## src/sv/hsvrgb_pkg.sv

```systemverilog
// ----------------------------------------------------------------------------
// hsvrgb_pkg
// shared types and constants of the 8-bit hsv to rgb converter
// ----------------------------------------------------------------------------
`default_nettype none

package hsvrgb_pkg;

    // full scale of every 8-bit channel
    localparam logic [7:0]  FULL_SCALE   = 8'd255;

    // divisor of the level numerators (255 * 255) and its round-up offset
    localparam logic [23:0] DIV_SCALE    = 24'd65025;
    localparam logic [23:0] DIV_ROUND_UP = 24'd65024;

    // raw sector reached only by the top hue code, folds back to sector zero
    localparam logic [2:0]  SECTOR_WRAP  = 3'd6;

    // hexcone sectors, named by the hue span they cover
    typedef enum logic [2:0] {
        SEC_R_TO_Y = 3'd0,
        SEC_Y_TO_G = 3'd1,
        SEC_G_TO_C = 3'd2,
        SEC_C_TO_B = 3'd3,
        SEC_B_TO_M = 3'd4,
        SEC_M_TO_R = 3'd5
    } sector_t;

    // per-stage load enables of the pipeline
    typedef struct packed {
        logic s1;
        logic s2;
        logic s3;
        logic s4;
        logic s5;
    } stage_en_t;

endpackage

`default_nettype wire

```

## src/sv/hsv_to_rgb_converter.sv

```systemverilog
// ----------------------------------------------------------------------------
// hsv_to_rgb_converter
// 8-bit hsv to 8-bit rgb pixel converter, five-stage pipeline
// ----------------------------------------------------------------------------
// Takes one pixel beat per clock when the output side is not stalled and
// returns its rgb beat after the five register stages (hue decode and v*s
// product, level numerators, reciprocal estimate, remainder correction, level
// select). Each stage holds its own valid bit, so a stall on the output only
// stops the stages behind an occupied one and bubbles are squeezed out. Levels
// are exact and truncated: top is value, bottom is floor(v - v*s/255), middle
// is floor(v - v*s*g/65025), g = 255-f in even sectors and f in odd ones.
// ----------------------------------------------------------------------------
`default_nettype none

module hsv_to_rgb_converter
    import hsvrgb_pkg::*;
(
    input  wire logic        aclk,
    input  wire logic        aresetn,
    input  wire logic        s_axis_tvalid,
    output logic             s_axis_tready,
    input  wire logic [23:0] s_axis_tdata,   // hue[7:0], saturation[15:8], value[23:16]
    output logic             m_axis_tvalid,
    input  wire logic        m_axis_tready,
    output logic [23:0]      m_axis_tdata    // red[7:0], green[15:8], blue[23:16]
);

    stage_en_t   en;
    logic [4:0]  valid_reg;
    logic [4:0]  valid_next;

    logic [23:0] x_mid;
    logic [23:0] x_bot;
    logic [7:0]  v2;
    sector_t     sec2;
    logic [7:0]  q_mid;
    logic [7:0]  q_bot;

    logic [7:0]  v3_reg;
    sector_t     sec3_reg;
    logic [7:0]  v4_reg;
    sector_t     sec4_reg;

    logic [7:0]  mid_w;
    logic [7:0]  bot_w;
    logic [7:0]  red_next;
    logic [7:0]  green_next;
    logic [7:0]  blue_next;
    logic [7:0]  red_reg;
    logic [7:0]  green_reg;
    logic [7:0]  blue_reg;

    // a stage loads when empty or when the stage after it moves
    always_comb begin
        en.s5 = !valid_reg[4] || m_axis_tready;
        en.s4 = !valid_reg[3] || en.s5;
        en.s3 = !valid_reg[2] || en.s4;
        en.s2 = !valid_reg[1] || en.s3;
        en.s1 = !valid_reg[0] || en.s2;
    end

    assign s_axis_tready = en.s1;

    // valid bits travel with the data
    always_comb begin
        valid_next = valid_reg;
        if (en.s1) begin
            valid_next[0] = s_axis_tvalid;
        end
        if (en.s2) begin
            valid_next[1] = valid_reg[0];
        end
        if (en.s3) begin
            valid_next[2] = valid_reg[1];
        end
        if (en.s4) begin
            valid_next[3] = valid_reg[2];
        end
        if (en.s5) begin
            valid_next[4] = valid_reg[3];
        end
    end

    always_ff @(posedge aclk) begin
        if (!aresetn) begin
            valid_reg <= '0;
        end else begin
            valid_reg <= valid_next;
        end
    end

    // sector decode and level numerators
    hsvrgb_front u_front (
        .aclk       (aclk),
        .en         (en),
        .hue        (s_axis_tdata[7:0]),
        .saturation (s_axis_tdata[15:8]),
        .value      (s_axis_tdata[23:16]),
        .x_mid      (x_mid),
        .x_bot      (x_bot),
        .value_out  (v2),
        .sector_out (sec2)
    );

    // ceiling divides for middle and bottom levels
    hsvrgb_div u_div_mid (
        .aclk     (aclk),
        .en       (en),
        .x        (x_mid),
        .quotient (q_mid)
    );

    hsvrgb_div u_div_bot (
        .aclk     (aclk),
        .en       (en),
        .x        (x_bot),
        .quotient (q_bot)
    );

    // value and sector ride along the divide stages
    always_ff @(posedge aclk) begin
        if (en.s3) begin
            v3_reg   <= v2;
            sec3_reg <= sec2;
        end
        if (en.s4) begin
            v4_reg   <= v3_reg;
            sec4_reg <= sec3_reg;
        end
    end

    // levels and hexcone channel select
    always_comb begin
        mid_w = v4_reg - q_mid;
        bot_w = v4_reg - q_bot;
        case (sec4_reg)
            SEC_R_TO_Y: begin
                red_next = v4_reg; green_next = mid_w;  blue_next = bot_w;
            end
            SEC_Y_TO_G: begin
                red_next = mid_w;  green_next = v4_reg; blue_next = bot_w;
            end
            SEC_G_TO_C: begin
                red_next = bot_w;  green_next = v4_reg; blue_next = mid_w;
            end
            SEC_C_TO_B: begin
                red_next = bot_w;  green_next = mid_w;  blue_next = v4_reg;
            end
            SEC_B_TO_M: begin
                red_next = mid_w;  green_next = bot_w;  blue_next = v4_reg;
            end
            default: begin
                red_next = v4_reg; green_next = bot_w;  blue_next = mid_w;
            end
        endcase
    end

    // output register
    always_ff @(posedge aclk) begin
        if (en.s5) begin
            red_reg   <= red_next;
            green_reg <= green_next;
            blue_reg  <= blue_next;
        end
    end

    assign m_axis_tvalid = valid_reg[4];
    assign m_axis_tdata  = {blue_reg, green_reg, red_reg};

endmodule

`default_nettype wire

```

## src/sv/hsvrgb_front.sv

```systemverilog
// ----------------------------------------------------------------------------
// hsvrgb_front
// stages one and two: hue sector decode, v*s product and level numerators
// ----------------------------------------------------------------------------
`default_nettype none

module hsvrgb_front
    import hsvrgb_pkg::*;
(
    input  wire logic       aclk,
    input  wire stage_en_t  en,
    input  wire logic [7:0] hue,
    input  wire logic [7:0] saturation,
    input  wire logic [7:0] value,
    output logic [23:0]     x_mid,
    output logic [23:0]     x_bot,
    output logic [7:0]      value_out,
    output sector_t         sector_out
);

    logic [10:0] t_w;
    logic [2:0]  raw_sec_w;
    logic [10:0] frac_w;
    logic [7:0]  frac8_w;
    sector_t     sector_w;
    logic [7:0]  g_next;
    logic [15:0] vs_next;

    logic [15:0] vs_reg;
    logic [7:0]  g_reg;
    logic [7:0]  v1_reg;
    sector_t     sec1_reg;

    logic [23:0] p_w;
    logic [23:0] xmid_next;
    logic [23:0] xbot_next;
    logic [23:0] xmid_reg;
    logic [23:0] xbot_reg;
    logic [7:0]  v2_reg;
    sector_t     sec2_reg;

    // hue times six, then sector by threshold compare
    always_comb begin
        t_w = {1'b0, hue, 2'b00} + {2'b00, hue, 1'b0};
        if (t_w >= 11'd1530) begin
            raw_sec_w = SECTOR_WRAP;
        end else if (t_w >= 11'd1275) begin
            raw_sec_w = SEC_M_TO_R;
        end else if (t_w >= 11'd1020) begin
            raw_sec_w = SEC_B_TO_M;
        end else if (t_w >= 11'd765) begin
            raw_sec_w = SEC_C_TO_B;
        end else if (t_w >= 11'd510) begin
            raw_sec_w = SEC_G_TO_C;
        end else if (t_w >= 11'd255) begin
            raw_sec_w = SEC_Y_TO_G;
        end else begin
            raw_sec_w = SEC_R_TO_Y;
        end
    end

    // fraction inside the sector, wrap and mirror
    always_comb begin
        frac_w  = t_w - ({raw_sec_w, 8'd0} - {8'd0, raw_sec_w});
        frac8_w = frac_w[7:0];
        if (raw_sec_w == SECTOR_WRAP) begin
            sector_w = SEC_R_TO_Y;
        end else begin
            sector_w = sector_t'(raw_sec_w);
        end
        // distance of the middle level below top, in 1/255 steps
        if (sector_w[0]) begin
            g_next = frac8_w;
        end else begin
            g_next = FULL_SCALE - frac8_w;
        end
        vs_next = {8'd0, value} * {8'd0, saturation};
    end

    // stage one registers
    always_ff @(posedge aclk) begin
        if (en.s1) begin
            vs_reg   <= vs_next;
            g_reg    <= g_next;
            v1_reg   <= value;
            sec1_reg <= sector_w;
        end
    end

    // numerators with round-up offset for the ceiling divide
    always_comb begin
        p_w       = {8'd0, vs_reg} * {16'd0, g_reg};
        xmid_next = p_w + DIV_ROUND_UP;
        xbot_next = {vs_reg, 8'd0} - {8'd0, vs_reg} + DIV_ROUND_UP;
    end

    // stage two registers
    always_ff @(posedge aclk) begin
        if (en.s2) begin
            xmid_reg <= xmid_next;
            xbot_reg <= xbot_next;
            v2_reg   <= v1_reg;
            sec2_reg <= sec1_reg;
        end
    end

    assign x_mid      = xmid_reg;
    assign x_bot      = xbot_reg;
    assign value_out  = v2_reg;
    assign sector_out = sec2_reg;

endmodule

`default_nettype wire

```

## src/sv/hsvrgb_div.sv

```systemverilog
// ----------------------------------------------------------------------------
// hsvrgb_div
// two-stage divide by 65025: reciprocal estimate, then one-step correction
// ----------------------------------------------------------------------------
`default_nettype none

module hsvrgb_div
    import hsvrgb_pkg::*;
(
    input  wire logic        aclk,
    input  wire stage_en_t   en,
    input  wire logic [23:0] x,
    output logic [7:0]       quotient
);

    logic [31:0] prod_w;
    logic [7:0]  q0_next;
    logic [7:0]  q0_reg;
    logic [23:0] x3_reg;

    logic [23:0] back_w;
    logic [23:0] rem_w;
    logic [7:0]  q_next;
    logic [7:0]  q_reg;

    // estimate: x * 258 / 2^24, low by at most one
    always_comb begin
        prod_w  = {x, 8'd0} + {7'd0, x, 1'b0};
        q0_next = prod_w[31:24];
    end

    always_ff @(posedge aclk) begin
        if (en.s3) begin
            q0_reg <= q0_next;
            x3_reg <= x;
        end
    end

    // remainder check: q0 * 65025 as shift-add, bump when a divisor is left
    always_comb begin
        back_w = {q0_reg, 16'd0} - {7'd0, q0_reg, 9'd0} + {16'd0, q0_reg};
        rem_w  = x3_reg - back_w;
        if (rem_w >= DIV_SCALE) begin
            q_next = q0_reg + 8'd1;
        end else begin
            q_next = q0_reg;
        end
    end

    always_ff @(posedge aclk) begin
        if (en.s4) begin
            q_reg <= q_next;
        end
    end

    assign quotient = q_reg;

endmodule

`default_nettype wire
```

## config.mk

```make
export PLATFORM = sky130hd
export DESIGN_NAME = hsv_to_rgb_converter
export DESIGN_NICKNAME = d
export VERILOG_FILES = /design/src/sv/hsvrgb_pkg.sv /design/src/sv/hsv_to_rgb_converter.sv /design/src/sv/hsvrgb_front.sv /design/src/sv/hsvrgb_div.sv
export SDC_FILE = /design/constraint.sdc
export NUM_CORES = 1
export LEC_CHECK = 0
export ABC_AREA = 1
export BUFFER_PORTS_ARGS = -buffer_cell sky130_fd_sc_hd__buf_2
export CELL_PAD_IN_SITES_DETAIL_PLACEMENT = 1
export CELL_PAD_IN_SITES_GLOBAL_PLACEMENT = 1
export CORE_UTILIZATION = 45
export CTS_BUF_LIST = sky130_fd_sc_hd__clkbuf_16
export CTS_CLUSTER_DIAMETER = 50
export CTS_CLUSTER_SIZE = 10
export DETAILED_ROUTE_END_ITERATION = 6
export PLACE_DENSITY = 0.82
export SLEW_MARGIN = 20
export SYNTH_ARGS = -nofsm -noshare
export SYNTH_HDL_FRONTEND = slang
export SYNTH_SLANG_ARGS = --single-unit
```

## constraint.sdc

```tcl
create_clock -name aclk -period 4.95 [get_ports aclk]
set_input_delay 0 -clock aclk [delete_from_list [all_inputs] [get_ports aclk]]
set_output_delay 0 -clock aclk [all_outputs]
set_load 0.01 [all_outputs]
```

==> results of run 1 <==
through the flow:
stage	area [µm²]	hold WS (ns)	util, %	setup WS, ns	cells
after floorplan	21700	0.0989	-	0.257	2526
after global placement	22700	0.238	47.7	0.278	3168
after detailed placement	22700	0.263	47.7	0.108	3168
after CTS	23800	0.0709	49.9	0.0830	3234
after global routing	23800	0.156	50.0	-0.0726	3245
final	23800	0.0837	50.0	0.188	3245
layout by cell type, fill, tap and decap left out, types with 5 or more instances in the layout:
master,n
a21o_1,12
a21oi_1,137
a21oi_2,5
a31oi_1,11
buf_2,53
buf_4,34
clkbuf_16,30
clkinv_1,6
dfxtp_1,5
dlygate4sd3_1,12
edfxtp_1,220
fa_1,128
ha_1,294
inv_1,570
inv_2,6
nand2_1,541
nand2_2,14
nand2_4,5
nand3_1,105
nand3b_1,5
nand4_1,26
nor2_1,109
nor2_4,5
nor3_1,16
nor4_1,5
o211ai_1,7
o21ai_0,57
o21ai_1,7
o21bai_1,8
o221ai_1,9
o31ai_1,5
xnor2_1,41
xor2_1,86
final cells by class:
class	instances	area [µm²]
Sequential cell	225	6710
Inverter	568	2140
Clock inverter	24	141
Multi-Input combinational cell	1684	12700
Clock buffer	30	751
Timing Repair Buffer	99	641
Fill cell	5738	23800
Tap cell	615	769
critical path: cells and delay by family (launching register included):
family	cells	cell delay, ns
adder cells (fa/ha/maj)	5	2.40
AO/OA/AOI/OAI	3	0.69
flip-flops	1	0.58
AND/OR/NAND/NOR	3	0.48
buffers and inverters	2	0.21
XOR/XNOR	1	0.11
how the worst max path moves through the flow:
stage,start,endpoint,slack [ns],cells past startpoint
floorplan,u_front.g_reg[7],u_front.x_mid[21],0.26,20
global placement,u_front.vs_reg[5],u_front.x_mid[23],0.28,20
detailed placement,u_front.g_reg[1],u_front.x_mid[18],0.11,14
CTS,u_front.g_reg[1],u_front.x_mid[18],0.08,14
global route,u_front.vs_reg[10],u_front.x_mid[23],-0.07,18
finish,u_front.vs_reg[8],u_front.x_mid[20],0.19,14
per-layer routing:
| layer | up-vias | share of wire [%] | global-route usage, % |
|---|---|---|---|
| li1 | 8257 | - | - |
| met1 | 8565 | 42 | 29.4 |
| met2 | 307 | 53 | 46.8 |
| met3 | 112 | 3.0 | 1.92 |
| met4 | 0 | 2.8 | 7.12 |
| met5 | - | 0 | 0 |
Yosys cell counts, types with 4 or more instances:
| cell type | instances | share of area [%] |
|---|---|---|
| edfxtp_1 | 220 | 30 |
| nor3_1 | 16 | 0.37 |
| inv_1 | 560 | 9.7 |
| a31oi_1 | 11 | 0.32 |
| nor2_1 | 109 | 1.9 |
| nor2_4 | 5 | 0.26 |
| a21oi_2 | 4 | 0.16 |
| o31ai_1 | 5 | 0.17 |
| o211ai_1 | 7 | 0.24 |
| nor4_1 | 5 | 0.14 |
| nor2_2 | 4 | 0.12 |
| fa_1 | 128 | 12 |
| xnor2_1 | 41 | 1.7 |
| nand3_1 | 105 | 2.4 |
| xor2_1 | 86 | 3.5 |
| nand2_2 | 14 | 0.40 |
| a21o_1 | 12 | 0.41 |
| o21ai_0 | 59 | 1.4 |
| inv_2 | 5 | 0.086 |
| clkbuf_1 | 47 | 0.81 |
| a21oi_1 | 138 | 3.2 |
| nand3b_1 | 5 | 0.17 |
| o221ai_1 | 9 | 0.36 |
| dfxtp_1 | 5 | 0.46 |
| o21bai_1 | 9 | 0.31 |
| o21ai_1 | 5 | 0.12 |
| nand2_4 | 5 | 0.26 |
| ha_1 | 294 | 17 |
| nand2_1 | 541 | 9.4 |
| nand4_1 | 26 | 0.75 |
repair_timing:
action	in CTS	in global routing
hold endpoints to repair	14	0
buffers inserted	0	11
hold buffers	12	0
resized for setup	0	4
setup endpoints to repair	0	7
logic make-up after synthesis:
logic type	count (synthesis)
buffers and inverters	617
AO/OA/AOI/OAI	280
XOR/XNOR	127
AND/OR/NAND/NOR	855
adder cells (fa/ha/maj)	422
flip-flops	225
==> impl_metrics.py, run 1 <==
metrics = {
    "sta": {
        "worst_slew_pin_slew_ns": 1.05,
        "finalSetupTns_ns": 0,
        "hold_viol": 0,
        "slew_headroom_pct": 29.2,
        "fin_skew_ns": 0.0233,
        "setup_violations": 0,
        "report.final.slew_viol_count": 0,
        "max_freq_mhz": 210,
        "timing.final.crit_share_pct": 96.2,
        "layout_min_cycle_time_ns": 4.76,
    },
    "clock_network": {
        "cts_root_buf": "clkbuf_16",
        "numCtsBuffers": 30,
        "clock-sinks": 225,
        "cts_tree": "yes",
        "clockBufferDepth": 3,
        "insertion_delay_ns": 0.59,
        "htree_levels": 1,
        "clkSlewWorstSetupHoldPaths_ns": 0.06,
    },
    "setup_path": {
        "crit_top_cell": "fa_1",
        "rrSetupSlack_ns": 0.19,
        "arrival_ns": 5.06,
        "reg2reg_depth": 14,
        "reg2reg_from": "u_front.vs_reg[8]",
        "path_cells": "nand2_1 > fa_1 > fa_1 > inv_1 > fa_1 > fa_1 > ha_1 > nand2_1 > nor3_1 > a21o_1 > a31oi_1 > buf_4 > o41ai_1 > xor2_1",
        "critPathCaptureType": "flop",
        "r2r-end": "u_front.x_mid[20]",
        "slowest_stage": "edfxtp_1",
        "cpPeakStageDelay_ns": 0.58,
        "cp_max_fo": 10,
        "critPathKind": "reg -> reg",
        "cp-start-kind": "flop",
        "cp.required_ns": 5.25,
    },
    "logic_synthesis": {
        "synth.avg_cell_area_um2": 8.60,
        "yosysWarningCount": 0,
        "synthAdderAreaFrac_pct": 28.7,
        "syn_inst": 2526,
        "synth_top_family_by_area": "adder cells",
        "synth_edf_count": 220,
        "synth_area_um2": 21700,
        "muxShareOfSynthArea_pct": 0,
        "async_flop_share_pct": 0,
        "synth_compound_area_share_pct": 7.51,
        "ys_seq_elements": 225,
        "seq_area_frac_synth_pct": 30.9,
        "synth_xor_area_share_pct": 5.12,
        "yosys_most_used_dff": "edfxtp_1",
        "yosysUniqueCellTypes": 60,
        "synth-simple-area-share_pct": 17.1,
        "syn_nets": 2976,
    },
    "die": {
        "die_area_um2": 49100,
        "core_area_um2": 47600,
        "pin_count": 54,
        "row_count": 80,
        "die_x_um": 222,
        "initial_core_util_pct": 45.6,
        "die_y_um": 222,
    },
    "placed_design": {
        "dp_hpwl_mm": 48.8,
        "gp_congestion": 0.910,
        "portBuffers": 53,
    },
    "routing": {
        "firstDrtPassIters": 5,
        "ant_nets": 0,
        "wirelength_mm": 60.1,
        "via_per_inst": 5.31,
        "drc": 0,
        "wl_per_cell_um": 18.5,
        "vias": 17200,
        "drt-initial-drc-count": 993,
    },
    "global_routing": {
        "groute.usage.overall_pct": 24.6,
        "antenna_found_initial": 0,
        "grt_pass1_vias": 19100,
        "grt_first_pass_wirelength_mm": 97.8,
        "overflow": 0,
        "grt_max_degree": 77,
    },
    "final_layout": {
        "layout-drive-gt1-share_pct": 7.07,
        "nets": 3058,
        "diodes": 0,
        "synthToLayoutAreaGrowth_pct": 9.79,
    },
    "hold_path": {
        "worstHoldEndpoint": "u_front.g_reg[1]",
        "min_path_cells": 4,
        "hold_class": "in -> reg",
        "min_from": "s_axis_tdata[0]",
    },
    "run": {
        "drv_cap": 0,
    },
    "outcome": {
        "outcome": "complete, no violations",
    },
}
Power of run 1 is not shown: default switching activity piles up to over one toggle a cycle in this logic, so the estimate is an artifact.
==> run 2, diff against run 1 <==
Settings changed: ABC_AREA 1 to 0, PLACE_DENSITY 0.82 to 0.8.
==> run 2 against run 1 <==
  * The run now ends with negative setup slack left
  * Sequential cell count unchanged
  * Critical endpoint is now u_front.x_mid[15]
  * Routed wire length decreased by 11%
  * Clock skew decreased by 0.014 ns
  * Cell count decreased by 13%
  * Critical path depth increased by 5
  * Highest routed layer unchanged
==> impl_metrics.py, run 2 <==
metrics = {
    "outcome": {
        "outcome": "finished with violations",
        "violations": "negative setup slack",
    },
    "setup_path": {
        "cp_num_buf_inv": 6,
        "cpPeakStageDelay_ns": 0.65,
        "path_cells": "buf_4 > buf_4 > and2_1 > ha_1 > inv_1 > fa_1 > inv_1 > fa_1 > fa_1 > ha_4 > nand2_1 > o21ai_2 > o41ai_4 > nor2_2 > buf_4 > buf_4 > or3_1 > a21oi_1 > xnor2_1",
        "cp.required_ns": 5.25,
        "critPathKind": "reg -> reg",
        "arrival_ns": 5.41,
        "cp-start-kind": "flop",
        "critPathTopFamily": "adder cells",
        "rrSetupSlack_ns": -0.16,
        "cp_max_fo": 10,
        "crit_top_cell": "buf_4",
        "r2r-end": "u_front.x_mid[15]",
        "slowest_stage": "fa_1",
        "reg2reg_depth": 19,
        "critPathCaptureType": "flop",
        "reg2reg_from": "u_front.g_reg[1]",
    },
    "logic_synthesis": {
        "synth_compound_area_share_pct": 10.5,
        "synth_xor_area_share_pct": 5.73,
        "synth.top_cells.by_area": "edfxtp_1 32%, ha_1 18%, fa_1 12%, inv_1 6.9%, xnor2_1 4.1%",
        "synthAdderAreaFrac_pct": 30.3,
        "yosysUniqueCellTypes": 79,
        "synth_largest_area_cell": "edfxtp_1",
        "yosysWarningCount": 0,
        "muxShareOfSynthArea_pct": 0.698,
        "synth.avg_cell_area_um2": 10.1,
        "syn_nets": 2499,
        "syn_inst": 2049,
        "seq_area_frac_synth_pct": 32.5,
        "synth_area_um2": 20600,
        "synth_edf_count": 220,
        "synth-simple-area-share_pct": 12.7,
        "synth_top_area_share_pct": 32.0,
        "synth_top_family_by_area": "adder cells",
        "ys_top_cells_by_count": "377 x inv_1, 294 x ha_1, 220 x edfxtp_1",
        "yosysMostFrequentCell": "inv_1",
        "ys_seq_elements": 225,
        "async_flop_share_pct": 0,
        "yosys_most_used_dff": "edfxtp_1",
    },
    "hold_path": {
        "hold_class": "in -> reg",
        "worstHoldEndpoint": "u_front.vs_reg[1]",
        "min_from": "s_axis_tdata[9]",
        "min_path_cells": 3,
    },
    "placed_design": {
        "portBuffers": 53,
        "dp_hpwl_mm": 41.9,
        "dp.cells": 2716,
        "gp_congestion": 0.868,
    },
    "global_routing": {
        "antenna_found_initial": 0,
        "overflow": 0,
        "grt_first_pass_wirelength_mm": 85.8,
        "groute.usage.overall_pct": 22.7,
        "grt_pass1_vias": 16600,
        "grt_max_degree": 76,
    },
    "clock_network": {
        "numCtsBuffers": 30,
        "cts_tree": "yes",
        "htree_levels": 1,
        "clock-sinks": 225,
        "cts_root_buf": "clkbuf_16",
        "clockBufferDepth": 3,
        "insertion_delay_ns": 0.56,
        "clkSlewWorstSetupHoldPaths_ns": 0.06,
    },
    "die": {
        "core_area_um2": 45300,
        "row_count": 78,
        "die_x_um": 216,
        "pin_count": 54,
        "initial_core_util_pct": 45.5,
        "die_y_um": 216,
        "die_area_um2": 46700,
    },
    "routing": {
        "wirelength_mm": 53.8,
        "firstDrtPassIters": 5,
        "via_per_inst": 5.44,
        "drt-initial-drc-count": 720,
        "vias": 15300,
        "ant_nets": 0,
        "wl_per_cell_um": 19.2,
        "drc": 0,
    },
    "final_layout": {
        "synthToLayoutAreaGrowth_pct": 13.4,
        "fill_cells": 5029,
        "layout_common_cells": "383 x inv_1, 283 x ha_1, 220 x edfxtp_1",
        "layout_commonest_cell": "inv_1",
        "final-seq-area_um2": 6710,
        "final_core_util_pct": 51.6,
        "nets": 2640,
        "stdcell_count": 2809,
        "layout-drive-gt1-share_pct": 10.5,
        "multiInputGateArea_um2": 12600,
        "diodes": 0,
    },
    "sta": {
        "rsz0062_at_grt": "true",
        "layout_min_cycle_time_ns": 5.11,
        "slew_headroom_pct": 33.7,
        "report.final.slew_viol_count": 0,
        "max_freq_mhz": 196,
        "hold_viol": 0,
        "worst_slew_pin_slew_ns": 0.995,
        "timing.final.crit_share_pct": 103,
        "worst_slack_ns": -0.156,
        "fin_skew_ns": 0.00919,
        "setup_violations": 5,
    },
    "run": {
        "drv_cap": 0,
    },
}
[run 2: cell types whose count changed in the layout (fill, tap and decap cells not counted), moves of 32 or more]
cell / delta
and2_1: +101
xnor2_1: +55
inv_1: -187
nand3_1: -83
a21oi_1: -55
nor2_1: -32
buf_4: +38
xor2_1: -47
nand2_1: -380
[run 2: timing repair]
| action | CTS | global route |
|---|---|---|
| resized for setup | 16 | 26 |
| pin swaps | 6 | 27 |
| buffers inserted | 13 | 13 |
| hold buffers | 15 | 0 |
| hold endpoints to repair | 15 | 0 |
| endpoints found under the setup margin | 8 | 9 |
[run 2: per-stage QoR]
step | setup WS, ns | setup TNS (ns) | hold WS (ns) | cell area [µm²]
after global placement | -0.0146 | -0.0146 | 0.249 | 21900
final | -0.156 | -0.489 | 0.0628 | 23400
after CTS | 0.00270 | 0 | 0.0488 | 23100
after floorplan | 0.0110 | 0 | 0.0989 | 20600
after detailed placement | -0.182 | -0.792 | 0.258 | 21900
after global routing | -0.245 | -1.03 | 0.0667 | 23400
[run 2: layout make-up]
type	instances	share of cell area, %
multi-input cells	1410	53.7
flip-flops and latches	225	28.7
inverters	377	6.05
repair buffers	146	4.39
clock buffers	32	3.42
well taps	600	3.21
clock inverters	19	0.508
[run 2: how the worst max path moves through the flow]
stage,from,end,depth (start not counted)
after floorplan,u_front.vs_reg[3],u_front.x_mid[23],18
after global placement,u_front.vs_reg[4],u_front.x_mid[23],20
after detailed placement,u_front.vs_reg[4],u_front.x_mid[20],21
after CTS,u_front.g_reg[1],u_front.x_mid[20],21
after global routing,u_front.vs_reg[2],u_front.x_mid[23],18
final,u_front.g_reg[1],u_front.x_mid[15],19
[run 2: worst min-delay path, cell delays in order]
cell	delay [ns]
buf_2	0.18
and2_1	0.16
ha_1	0.16
[run 2: kinds of logic (layout without fill, tap and decap cells)]
kind of cell	after synthesis	in the layout
simple gates	517	517
fa+ha+maj	422	422
buf+inv	414	574
compound gates	322	322
flops	225	225
xor+xnor	135	135
mux	14	14
[run 2: metal layers]
| layer | GRT usage, % | wire length [µm] |
|---|---|---|
| met1 | 27.0 | 22000 |
| met2 | 43.5 | 29000 |
| met3 | 1.82 | 1490 |
| met4 | 6.03 | 1340 |
| met5 | 0 | 0 |
Power of run 2 is left out for the same reason.
